File: src/design/numeric_string_classifier_core_defines.svh
// ---------------------------------------------------------------------------
// Numeric string classifier assertion macros
// Concurrent assertion forms for the classifier scanner RTL.
// ---------------------------------------------------------------------------
`ifndef NUMERIC_STRING_CLASSIFIER_CORE_DEFINES_SVH
`define NUMERIC_STRING_CLASSIFIER_CORE_DEFINES_SVH

// Same-cycle implication, disabled while reset is asserted.
`define NSC_ASSERT_NOW(lbl, clk, rst_n, ante, cons) \
  lbl: assert property (@(posedge clk) disable iff (!(rst_n)) (ante) |-> (cons)) \
    else $error("numeric string classifier: same-cycle check failed");

// Next-cycle implication, disabled while reset is asserted.
`define NSC_ASSERT_NEXT(lbl, clk, rst_n, ante, cons) \
  lbl: assert property (@(posedge clk) disable iff (!(rst_n)) (ante) |=> (cons)) \
    else $error("numeric string classifier: next-cycle check failed");

`endif

File: src/design/nsc_pkg.sv
// ---------------------------------------------------------------------------
// Numeric string classifier package
// Item and result types, scanner states and character codes.
// ---------------------------------------------------------------------------
package nsc_pkg;

  typedef enum logic [2:0] {
    ST_START  = 3'd0,
    ST_SIGN   = 3'd1,
    ST_INT    = 3'd2,
    ST_FRAC   = 3'd3,
    ST_EXP    = 3'd4,
    ST_ESIGN  = 3'd5,
    ST_EDIG   = 3'd6,
    ST_REJECT = 3'd7
  } scan_state_t;

  localparam logic [7:0] CH_PLUS  = 8'h2B;
  localparam logic [7:0] CH_MINUS = 8'h2D;
  localparam logic [7:0] CH_ZERO  = 8'h30;
  localparam logic [7:0] CH_NINE  = 8'h39;
  localparam logic [7:0] CH_DOT   = 8'h2E;
  localparam logic [7:0] CH_LOW_E = 8'h65;
  localparam logic [7:0] CH_UP_E  = 8'h45;

  typedef struct packed {
    logic [7:0] char_byte;
    logic       last_byte;
    logic       empty_string;
  } item_t;

  typedef struct packed {
    logic is_integer;
    logic is_real;
    logic is_numeric;
  } result_t;

  typedef struct packed {
    logic  valid;
    item_t item;
  } item_beat_t;

  typedef struct packed {
    logic    valid;
    result_t res;
  } result_beat_t;

endpackage

File: src/design/nsc_if.sv
// ---------------------------------------------------------------------------
// Numeric string classifier channel interfaces
// Valid/ready channels for input bytes and classification results.
// ---------------------------------------------------------------------------
interface nsc_in_if;
  logic       valid;
  logic       ready;
  logic [7:0] char_byte;
  logic       last_byte;
  logic       empty_string;

  modport source (output valid, output char_byte, output last_byte,
                  output empty_string, input ready);
  modport sink (input valid, input char_byte, input last_byte,
                input empty_string, output ready);
endinterface

interface nsc_out_if;
  logic valid;
  logic ready;
  logic is_integer;
  logic is_real;
  logic is_numeric;

  modport source (output valid, output is_integer, output is_real,
                  output is_numeric, input ready);
  modport sink (input valid, input is_integer, input is_real,
                input is_numeric, output ready);
endinterface

File: src/design/numeric_string_classifier_core.sv
// ---------------------------------------------------------------------------
// Numeric string classifier core
// Classifies byte strings as integer, real or numeric literals.
// ---------------------------------------------------------------------------
// Bytes of a string arrive one per transfer on in_ch, the final byte marked
// by last_byte. A transfer with empty_string set stands for a whole empty
// string and abandons any partly scanned string. One result per finished
// string leaves on out_ch; bytes that do not end a string give no result.
// A byte is registered on the transfer edge and scanned in the next cycle.
// The result of a string is formed by the scanner from the input register
// and shown on out_ch once it is captured in the output register.
// Throughput is one byte per cycle unless a result stalls at the output; the
// three-bit recognizer state is updated per byte. A result waiting on out_ch
// does not block input: bytes that do not end a string keep flowing through.
// The scanner stalls only when it must deliver a result while the output
// register is full and out_ch is not ready; the input register then holds
// that byte and in_ch stalls. A stalled result holds its value until the
// transfer. Synchronous reset clears both valid flags and returns the
// recognizer to the start of a string.
// ---------------------------------------------------------------------------
module numeric_string_classifier_core import nsc_pkg::*; (
  input  logic          clk,
  input  logic          rst_n,
  nsc_in_if.sink        in_ch,
  nsc_out_if.source     out_ch
);

  item_t        in_item;
  item_beat_t   stage;
  logic         advance;
  logic         res_room;
  result_beat_t res_beat;
  result_t      out_res;

  assign in_item.char_byte    = in_ch.char_byte;
  assign in_item.last_byte    = in_ch.last_byte;
  assign in_item.empty_string = in_ch.empty_string;

  nsc_in_reg u_in_reg (
    .clk      (clk),
    .rst_n    (rst_n),
    .in_valid (in_ch.valid),
    .in_ready (in_ch.ready),
    .in_item  (in_item),
    .advance  (advance),
    .stage    (stage)
  );

  nsc_scanner u_scanner (
    .clk      (clk),
    .rst_n    (rst_n),
    .stage    (stage),
    .res_room (res_room),
    .advance  (advance),
    .res_out  (res_beat)
  );

  nsc_out_reg u_out_reg (
    .clk       (clk),
    .rst_n     (rst_n),
    .res_in    (res_beat),
    .res_room  (res_room),
    .out_valid (out_ch.valid),
    .out_ready (out_ch.ready),
    .out_res   (out_res)
  );

  assign out_ch.is_integer = out_res.is_integer;
  assign out_ch.is_real    = out_res.is_real;
  assign out_ch.is_numeric = out_res.is_numeric;

endmodule

File: src/design/nsc_in_reg.sv
// ---------------------------------------------------------------------------
// Numeric string classifier input register
// Captures one input item per transfer and holds it until the scanner uses it.
// ---------------------------------------------------------------------------
module nsc_in_reg import nsc_pkg::*; (
  input  logic       clk,
  input  logic       rst_n,
  input  logic       in_valid,
  output logic       in_ready,
  input  item_t      in_item,
  input  logic       advance,
  output item_beat_t stage
);

  logic  valid_r;
  logic  valid_nxt;
  item_t item_r;
  logic  take;

  assign in_ready = !valid_r || advance;
  assign take     = in_valid && in_ready;

  always_comb begin
    if (take) begin
      valid_nxt = 1'b1;
    end else if (advance) begin
      valid_nxt = 1'b0;
    end else begin
      valid_nxt = valid_r;
    end
  end

  always_ff @(posedge clk) begin
    if (!rst_n) begin
      valid_r <= 1'b0;
    end else begin
      valid_r <= valid_nxt;
    end
  end

  always_ff @(posedge clk) begin
    if (take) begin
      item_r <= in_item;
    end
  end

  assign stage.valid = valid_r;
  assign stage.item  = item_r;

endmodule

File: src/design/nsc_scanner.sv
// ---------------------------------------------------------------------------
// Numeric string classifier scanner
// Recognizer state register, byte transition logic and string classification.
// ---------------------------------------------------------------------------
`include "numeric_string_classifier_core_defines.svh"

module nsc_scanner import nsc_pkg::*; (
  input  logic         clk,
  input  logic         rst_n,
  input  item_beat_t   stage,
  input  logic         res_room,
  output logic         advance,
  output result_beat_t res_out
);

  scan_state_t state_r;
  scan_state_t state_nxt;
  scan_state_t step_state;
  logic        is_dig;
  logic        is_sgn;
  logic        is_exp;
  logic        emit;
  logic [7:0]  c;

  assign c      = stage.item.char_byte;
  assign is_dig = (c >= CH_ZERO) && (c <= CH_NINE);
  assign is_sgn = (c == CH_PLUS) || (c == CH_MINUS);
  assign is_exp = (c == CH_LOW_E) || (c == CH_UP_E);

  always_comb begin
    step_state = ST_REJECT;
    unique case (state_r)
      ST_START: begin
        if (is_sgn) begin
          step_state = ST_SIGN;
        end else if (is_dig) begin
          step_state = ST_INT;
        end
      end
      ST_SIGN: begin
        if (is_dig) begin
          step_state = ST_INT;
        end
      end
      ST_INT: begin
        if (is_dig) begin
          step_state = ST_INT;
        end else if (c == CH_DOT) begin
          step_state = ST_FRAC;
        end else if (is_exp) begin
          step_state = ST_EXP;
        end
      end
      ST_FRAC: begin
        if (is_dig) begin
          step_state = ST_FRAC;
        end else if (is_exp) begin
          step_state = ST_EXP;
        end
      end
      ST_EXP: begin
        if (is_sgn) begin
          step_state = ST_ESIGN;
        end else if (is_dig) begin
          step_state = ST_EDIG;
        end
      end
      ST_ESIGN: begin
        if (is_dig) begin
          step_state = ST_EDIG;
        end
      end
      ST_EDIG: begin
        if (is_dig) begin
          step_state = ST_EDIG;
        end
      end
      ST_REJECT: begin
        step_state = ST_REJECT;
      end
      default: begin
        step_state = ST_REJECT;
      end
    endcase
  end

  assign emit    = stage.item.empty_string || stage.item.last_byte;
  assign advance = stage.valid && (!emit || res_room);

  always_comb begin
    if (!advance) begin
      state_nxt = state_r;
    end else if (emit) begin
      state_nxt = ST_START;
    end else begin
      state_nxt = step_state;
    end
  end

  always_ff @(posedge clk) begin
    if (!rst_n) begin
      state_r <= ST_START;
    end else begin
      state_r <= state_nxt;
    end
  end

  always_comb begin
    res_out.valid = advance && emit;
    if (stage.item.empty_string) begin
      res_out.res = '0;
    end else begin
      res_out.res.is_integer = (step_state == ST_INT);
      res_out.res.is_real    = (step_state == ST_INT) || (step_state == ST_FRAC) ||
                               (step_state == ST_EDIG);
      res_out.res.is_numeric = res_out.res.is_integer || res_out.res.is_real;
    end
  end

  `NSC_ASSERT_NEXT(a_start_after_string, clk, rst_n, res_out.valid, state_r == ST_START)
  `NSC_ASSERT_NEXT(a_state_holds_on_stall, clk, rst_n, !advance, $stable(state_r))
  `NSC_ASSERT_NOW(a_empty_rejected, clk, rst_n, advance && stage.item.empty_string, res_out.valid && !res_out.res.is_numeric)
  `NSC_ASSERT_NOW(a_integer_is_real, clk, rst_n, res_out.valid && res_out.res.is_integer, res_out.res.is_real && res_out.res.is_numeric)

endmodule

File: src/design/nsc_out_reg.sv
// ---------------------------------------------------------------------------
// Numeric string classifier output register
// Holds one classification result until the receiver takes it.
// ---------------------------------------------------------------------------
module nsc_out_reg import nsc_pkg::*; (
  input  logic         clk,
  input  logic         rst_n,
  input  result_beat_t res_in,
  output logic         res_room,
  output logic         out_valid,
  input  logic         out_ready,
  output result_t      out_res
);

  logic    valid_r;
  logic    valid_nxt;
  result_t res_r;

  assign res_room = !valid_r || out_ready;

  always_comb begin
    if (res_in.valid) begin
      valid_nxt = 1'b1;
    end else if (out_ready) begin
      valid_nxt = 1'b0;
    end else begin
      valid_nxt = valid_r;
    end
  end

  always_ff @(posedge clk) begin
    if (!rst_n) begin
      valid_r <= 1'b0;
    end else begin
      valid_r <= valid_nxt;
    end
  end

  always_ff @(posedge clk) begin
    if (res_in.valid) begin
      res_r <= res_in.res;
    end
  end

  assign out_valid = valid_r;
  assign out_res   = res_r;

endmodule

File: src/flat_wrapper.sv
// flat-port wrapper written by rule: the top's interface ports become plain ports
module numeric_string_classifier_core_flat import nsc_pkg::*;
  (clk, rst_n, in_ch_valid, in_ch_char_byte, in_ch_last_byte, in_ch_empty_string, in_ch_ready, out_ch_valid, out_ch_is_integer, out_ch_is_real, out_ch_is_numeric, out_ch_ready);
  nsc_in_if in_ch_i ();
  nsc_out_if out_ch_i ();
  input  logic clk;
  input  logic rst_n;
  input wire logic [$bits(in_ch_i.valid)-1:0] in_ch_valid;
  input wire logic [$bits(in_ch_i.char_byte)-1:0] in_ch_char_byte;
  input wire logic [$bits(in_ch_i.last_byte)-1:0] in_ch_last_byte;
  input wire logic [$bits(in_ch_i.empty_string)-1:0] in_ch_empty_string;
  output wire logic [$bits(in_ch_i.ready)-1:0] in_ch_ready;
  output wire logic [$bits(out_ch_i.valid)-1:0] out_ch_valid;
  output wire logic [$bits(out_ch_i.is_integer)-1:0] out_ch_is_integer;
  output wire logic [$bits(out_ch_i.is_real)-1:0] out_ch_is_real;
  output wire logic [$bits(out_ch_i.is_numeric)-1:0] out_ch_is_numeric;
  input wire logic [$bits(out_ch_i.ready)-1:0] out_ch_ready;
  assign in_ch_i.valid = in_ch_valid;
  assign in_ch_i.char_byte = in_ch_char_byte;
  assign in_ch_i.last_byte = in_ch_last_byte;
  assign in_ch_i.empty_string = in_ch_empty_string;
  assign in_ch_ready = in_ch_i.ready;
  assign out_ch_valid = out_ch_i.valid;
  assign out_ch_is_integer = out_ch_i.is_integer;
  assign out_ch_is_real = out_ch_i.is_real;
  assign out_ch_is_numeric = out_ch_i.is_numeric;
  assign out_ch_i.ready = out_ch_ready;
  numeric_string_classifier_core u_core (.clk(clk), .rst_n(rst_n), .in_ch(in_ch_i), .out_ch(out_ch_i));
endmodule
File: config.mk
export PLATFORM = sky130hd
export DESIGN_NAME = numeric_string_classifier_core_flat
export DESIGN_NICKNAME = d
export VERILOG_FILES = /design/src/design/nsc_pkg.sv /design/src/design/nsc_if.sv /design/src/design/numeric_string_classifier_core.sv /design/src/design/nsc_in_reg.sv /design/src/design/nsc_scanner.sv /design/src/design/nsc_out_reg.sv /design/src/flat_wrapper.sv
export VERILOG_INCLUDE_DIRS = /design/src /design/src/design
export SDC_FILE = /design/constraint.sdc
export NUM_CORES = 1
export LEC_CHECK = 0
export ABC_CLOCK_PERIOD_IN_PS = 2000
export BUFFER_PORTS_ARGS = -buffer_cell sky130_fd_sc_hd__buf_4
export CORE_MARGIN = 3
export CORE_UTILIZATION = 40
export DETAILED_ROUTE_END_ITERATION = 12
export PLACE_DENSITY = 0.75
export SYNTH_ARGS = -nofsm -noshare
export SYNTH_HDL_FRONTEND = slang
export SYNTH_HIERARCHICAL = 1
export SYNTH_SLANG_ARGS = --single-unit
File: constraint.sdc
create_clock -name clk -period 2 [get_ports clk]
set_input_delay 0.2 -clock clk [delete_from_list [all_inputs] [get_ports clk]]
set_output_delay 0.2 -clock clk [all_outputs]
set_load 0.01 [all_outputs]
==> flow_summary.json <==
{
  "status": "finished clean",
  "postCtsHoldBufs": 0,
  "postSynthAreaPerCell_um2": 12.7,
  "grt_max_degree": 11,
  "setup_viol": 0,
  "yosysSeqAreaShare_pct": 62.3,
  "synth-edff-count": 13,
  "min_path_type": "primary input to register",
  "drv_slew": 0,
  "period_needed_ns": 1.64,
  "grt_pass1_vias": 567,
  "layout-drive-gt1-share_pct": 32.5,
  "synthesis.instances": 62,
  "ys_types": 23,
  "drt_iter0_drc": 24,
  "max_cap_violations": 0,
  "crit_slowest_cell": "edfxtp_1",
  "synth.net_count": 76,
  "worst-path-max-fanout": 4,
  "die_w_um": 50.4,
  "crit_required_ns": 1.80,
  "first_pass_iters": 4,
  "cp_num_buf_inv": 1,
  "portBuffers": 18,
  "fp.dieH_um": 50.4,
  "p_leak_nw": 0.386,
  "area_growth_pct": 23.5,
  "rsz0062_at_grt": "no",
  "min_from": "in_ch_char_byte[1]",
  "start_util_pct": 44.1,
  "max_freq_mhz": 609,
  "synth.top_cell.area_share_pct": 49.6,
  "wl_per_cell_um": 14.7,
  "grt_first_pass_wirelength_um": 2440,
  "cts.path.max_buffers": 2,
  "ir_worst_vdd_mv": 0.426,
  "post_drt_via_cell_ratio": 5.21,
  "postCtsSetupRepairBufs": 0,
  "worstSetupStartpoint": "u_core/u_in_reg/stage[0]",
  "synth_common_cells": "edfxtp_1, nand2_1, dfxtp_1, nand4_1, nand3_1",
  "period_share_pct": 82.1,
  "crit_type": "register to primary output",
  "tns_ns": 0,
  "crit_path_end_kind": "primary output",
  "syn_area_um2": 787,
  "cts_inserted_buffers": 3,
  "cts_resized": 0,
  "final_area_um2": 972,
  "num_io_pins": 19,
  "n_antenna_cell": 0,
  "routabilityCongestion": 0.767,
  "async_reset_ff_share_pct": 0,
  "vias": 563,
  "antenna_found_initial": 0,
  "ys.flop_type": "edfxtp_1",
  "final_hold_viol_count": 0,
  "grtUsageTotal_pct": 13.5,
  "finClkSkew_ns": 0.00383,
  "ant_nets": 0,
  "synth.most_common_cell": "edfxtp_1",
  "nNetsFinal": 98,
  "design.die.area_um2": 2540,
  "dpl_cell_area_um2": 946,
  "synthTopCellsByArea": "edfxtp_1, dfxtp_1, nand4_1",
  "clk_latency_ns": 0.29,
  "drc": 0,
  "num_rows": 15,
  "pwr_density_cell_nw_per_um2": 733,
  "crit-reg2reg-launch": "u_core/u_in_reg/stage[0]",
  "numClockSinks": 18,
  "start_kind": "register",
  "cts_tree": "done",
  "cpPeakStageDelay_ns": 0.38,
  "htree_levels": 1,
  "cp.arrival_ns": 1.44,
  "clk_pin_slew_worst_paths_ns": 0.10,
  "worstMarginPinSlew_ns": 0.324,
  "dpl.hpwl_um": 1150,
  "synth_seq_cells": 18,
  "cp_common_cell": "nand2_1",
  "grt-ovfl-total": 0,
  "core_region_area_um2": 1780,
  "cpLargestDelayFamily": "simple AND/OR/NAND/NOR gates",
  "crit_chain": "nor2_1 > nand2_1 > nand2_1 > nand2b_4 > buf_4",
  "relSlewSlack_pct": 78.3,
  "root_buffer": "clkbuf_4",
  "synth_warnings": 6,
  "synth_area_leader_cell": "edfxtp_1",
  "finalWirelength_um": 1590
}
registers in the layout, indices dropped and copies added, names as in the netlist:
| signal | count |
|---|---|
| u_core/u_out_reg/out_res | 3 |
| u_core/u_in_reg/stage | 10 |
| u_core/u_in_reg/valid_r | 1 |
| u_core/u_out_reg/out_valid | 1 |
| u_core/u_scanner/state_r | 3 |
cell type report:
class,count,area (um^2)
fillers,163,811
flip-flops and latches,18,490
multi-input cells,41,282
repair buffers,18,135
well taps,25,31.3
clock buffers,4,26.3
inverters,2,7.51
layer usage:
metal / GRT usage, % / wire length (um) / vias up
li1: - / - / 275
met1: 12.7 / 568 / 250
met2: 25.0 / 873 / 32
met3: 3.56 / 106 / 6
met4: 9.42 / 42 / 0
met5: 0 / 0 / -
where the power goes:
group	leakage (nW)	total, mW	switching, mW	internal (mW)
combinational	0.207	0.0839	0.0393	0.0446
clock	0.0150	0.188	0.110	0.0775
sequential	0.164	0.440	0.0152	0.425
total	0.386	0.712	0.165	0.547
path summary, 6_finish.rpt:
| path | endpoint | slack [ns] | cells after the start |
|---|---|---|---|
| min | u_core/u_in_reg/stage[3] | 0.08 | 1 |
| min reg2reg | u_core/u_out_reg/out_valid | 0.51 | 2 |
| max reg2reg | u_core/u_in_reg/stage[0] | 0.45 | 5 |
| max | in_ch_ready | 0.36 | 5 |
layout by cell type (no fill, tap or decap), types with 2 or more instances in the layout:
master / count
a21boi_2: 2
and3b_1: 2
buf_4: 18
clkbuf_4: 3
dfxtp_1: 5
edfxtp_1: 13
inv_1: 2
nand2_1: 7
nand2b_4: 2
nand3_1: 4
nand4_1: 5
nor2_1: 3
nor3b_1: 2
o21a_1: 2
o21ai_0: 3
metrics by stage:
stage	hold WS [ns]	worst slack, ns	util (%)	power [mW]	cells
after floorplan	0.299	0.630	-	0.491	62
after global placement	0.378	0.533	53.1	0.526	104
after detailed placement	0.379	0.522	53.1	0.531	104
after CTS	0.0637	0.370	54.5	0.717	108
after global routing	0.0568	0.263	54.5	0.736	108
final	0.0764	0.358	54.5	0.712	108
kinds of logic (layout without fill, tap and decap cells):
group | after synthesis | in the layout | share of synthesized area, %
flops | 18 | 18 | 62.3
xor+xnor | 1 | 1 | 1.11
buf+inv | 3 | 24 | 1.91
compound gates | 9 | 9 | 9.22
simple gates | 31 | 31 | 25.4
Note: power is estimated with default switching activity, not from simulation.
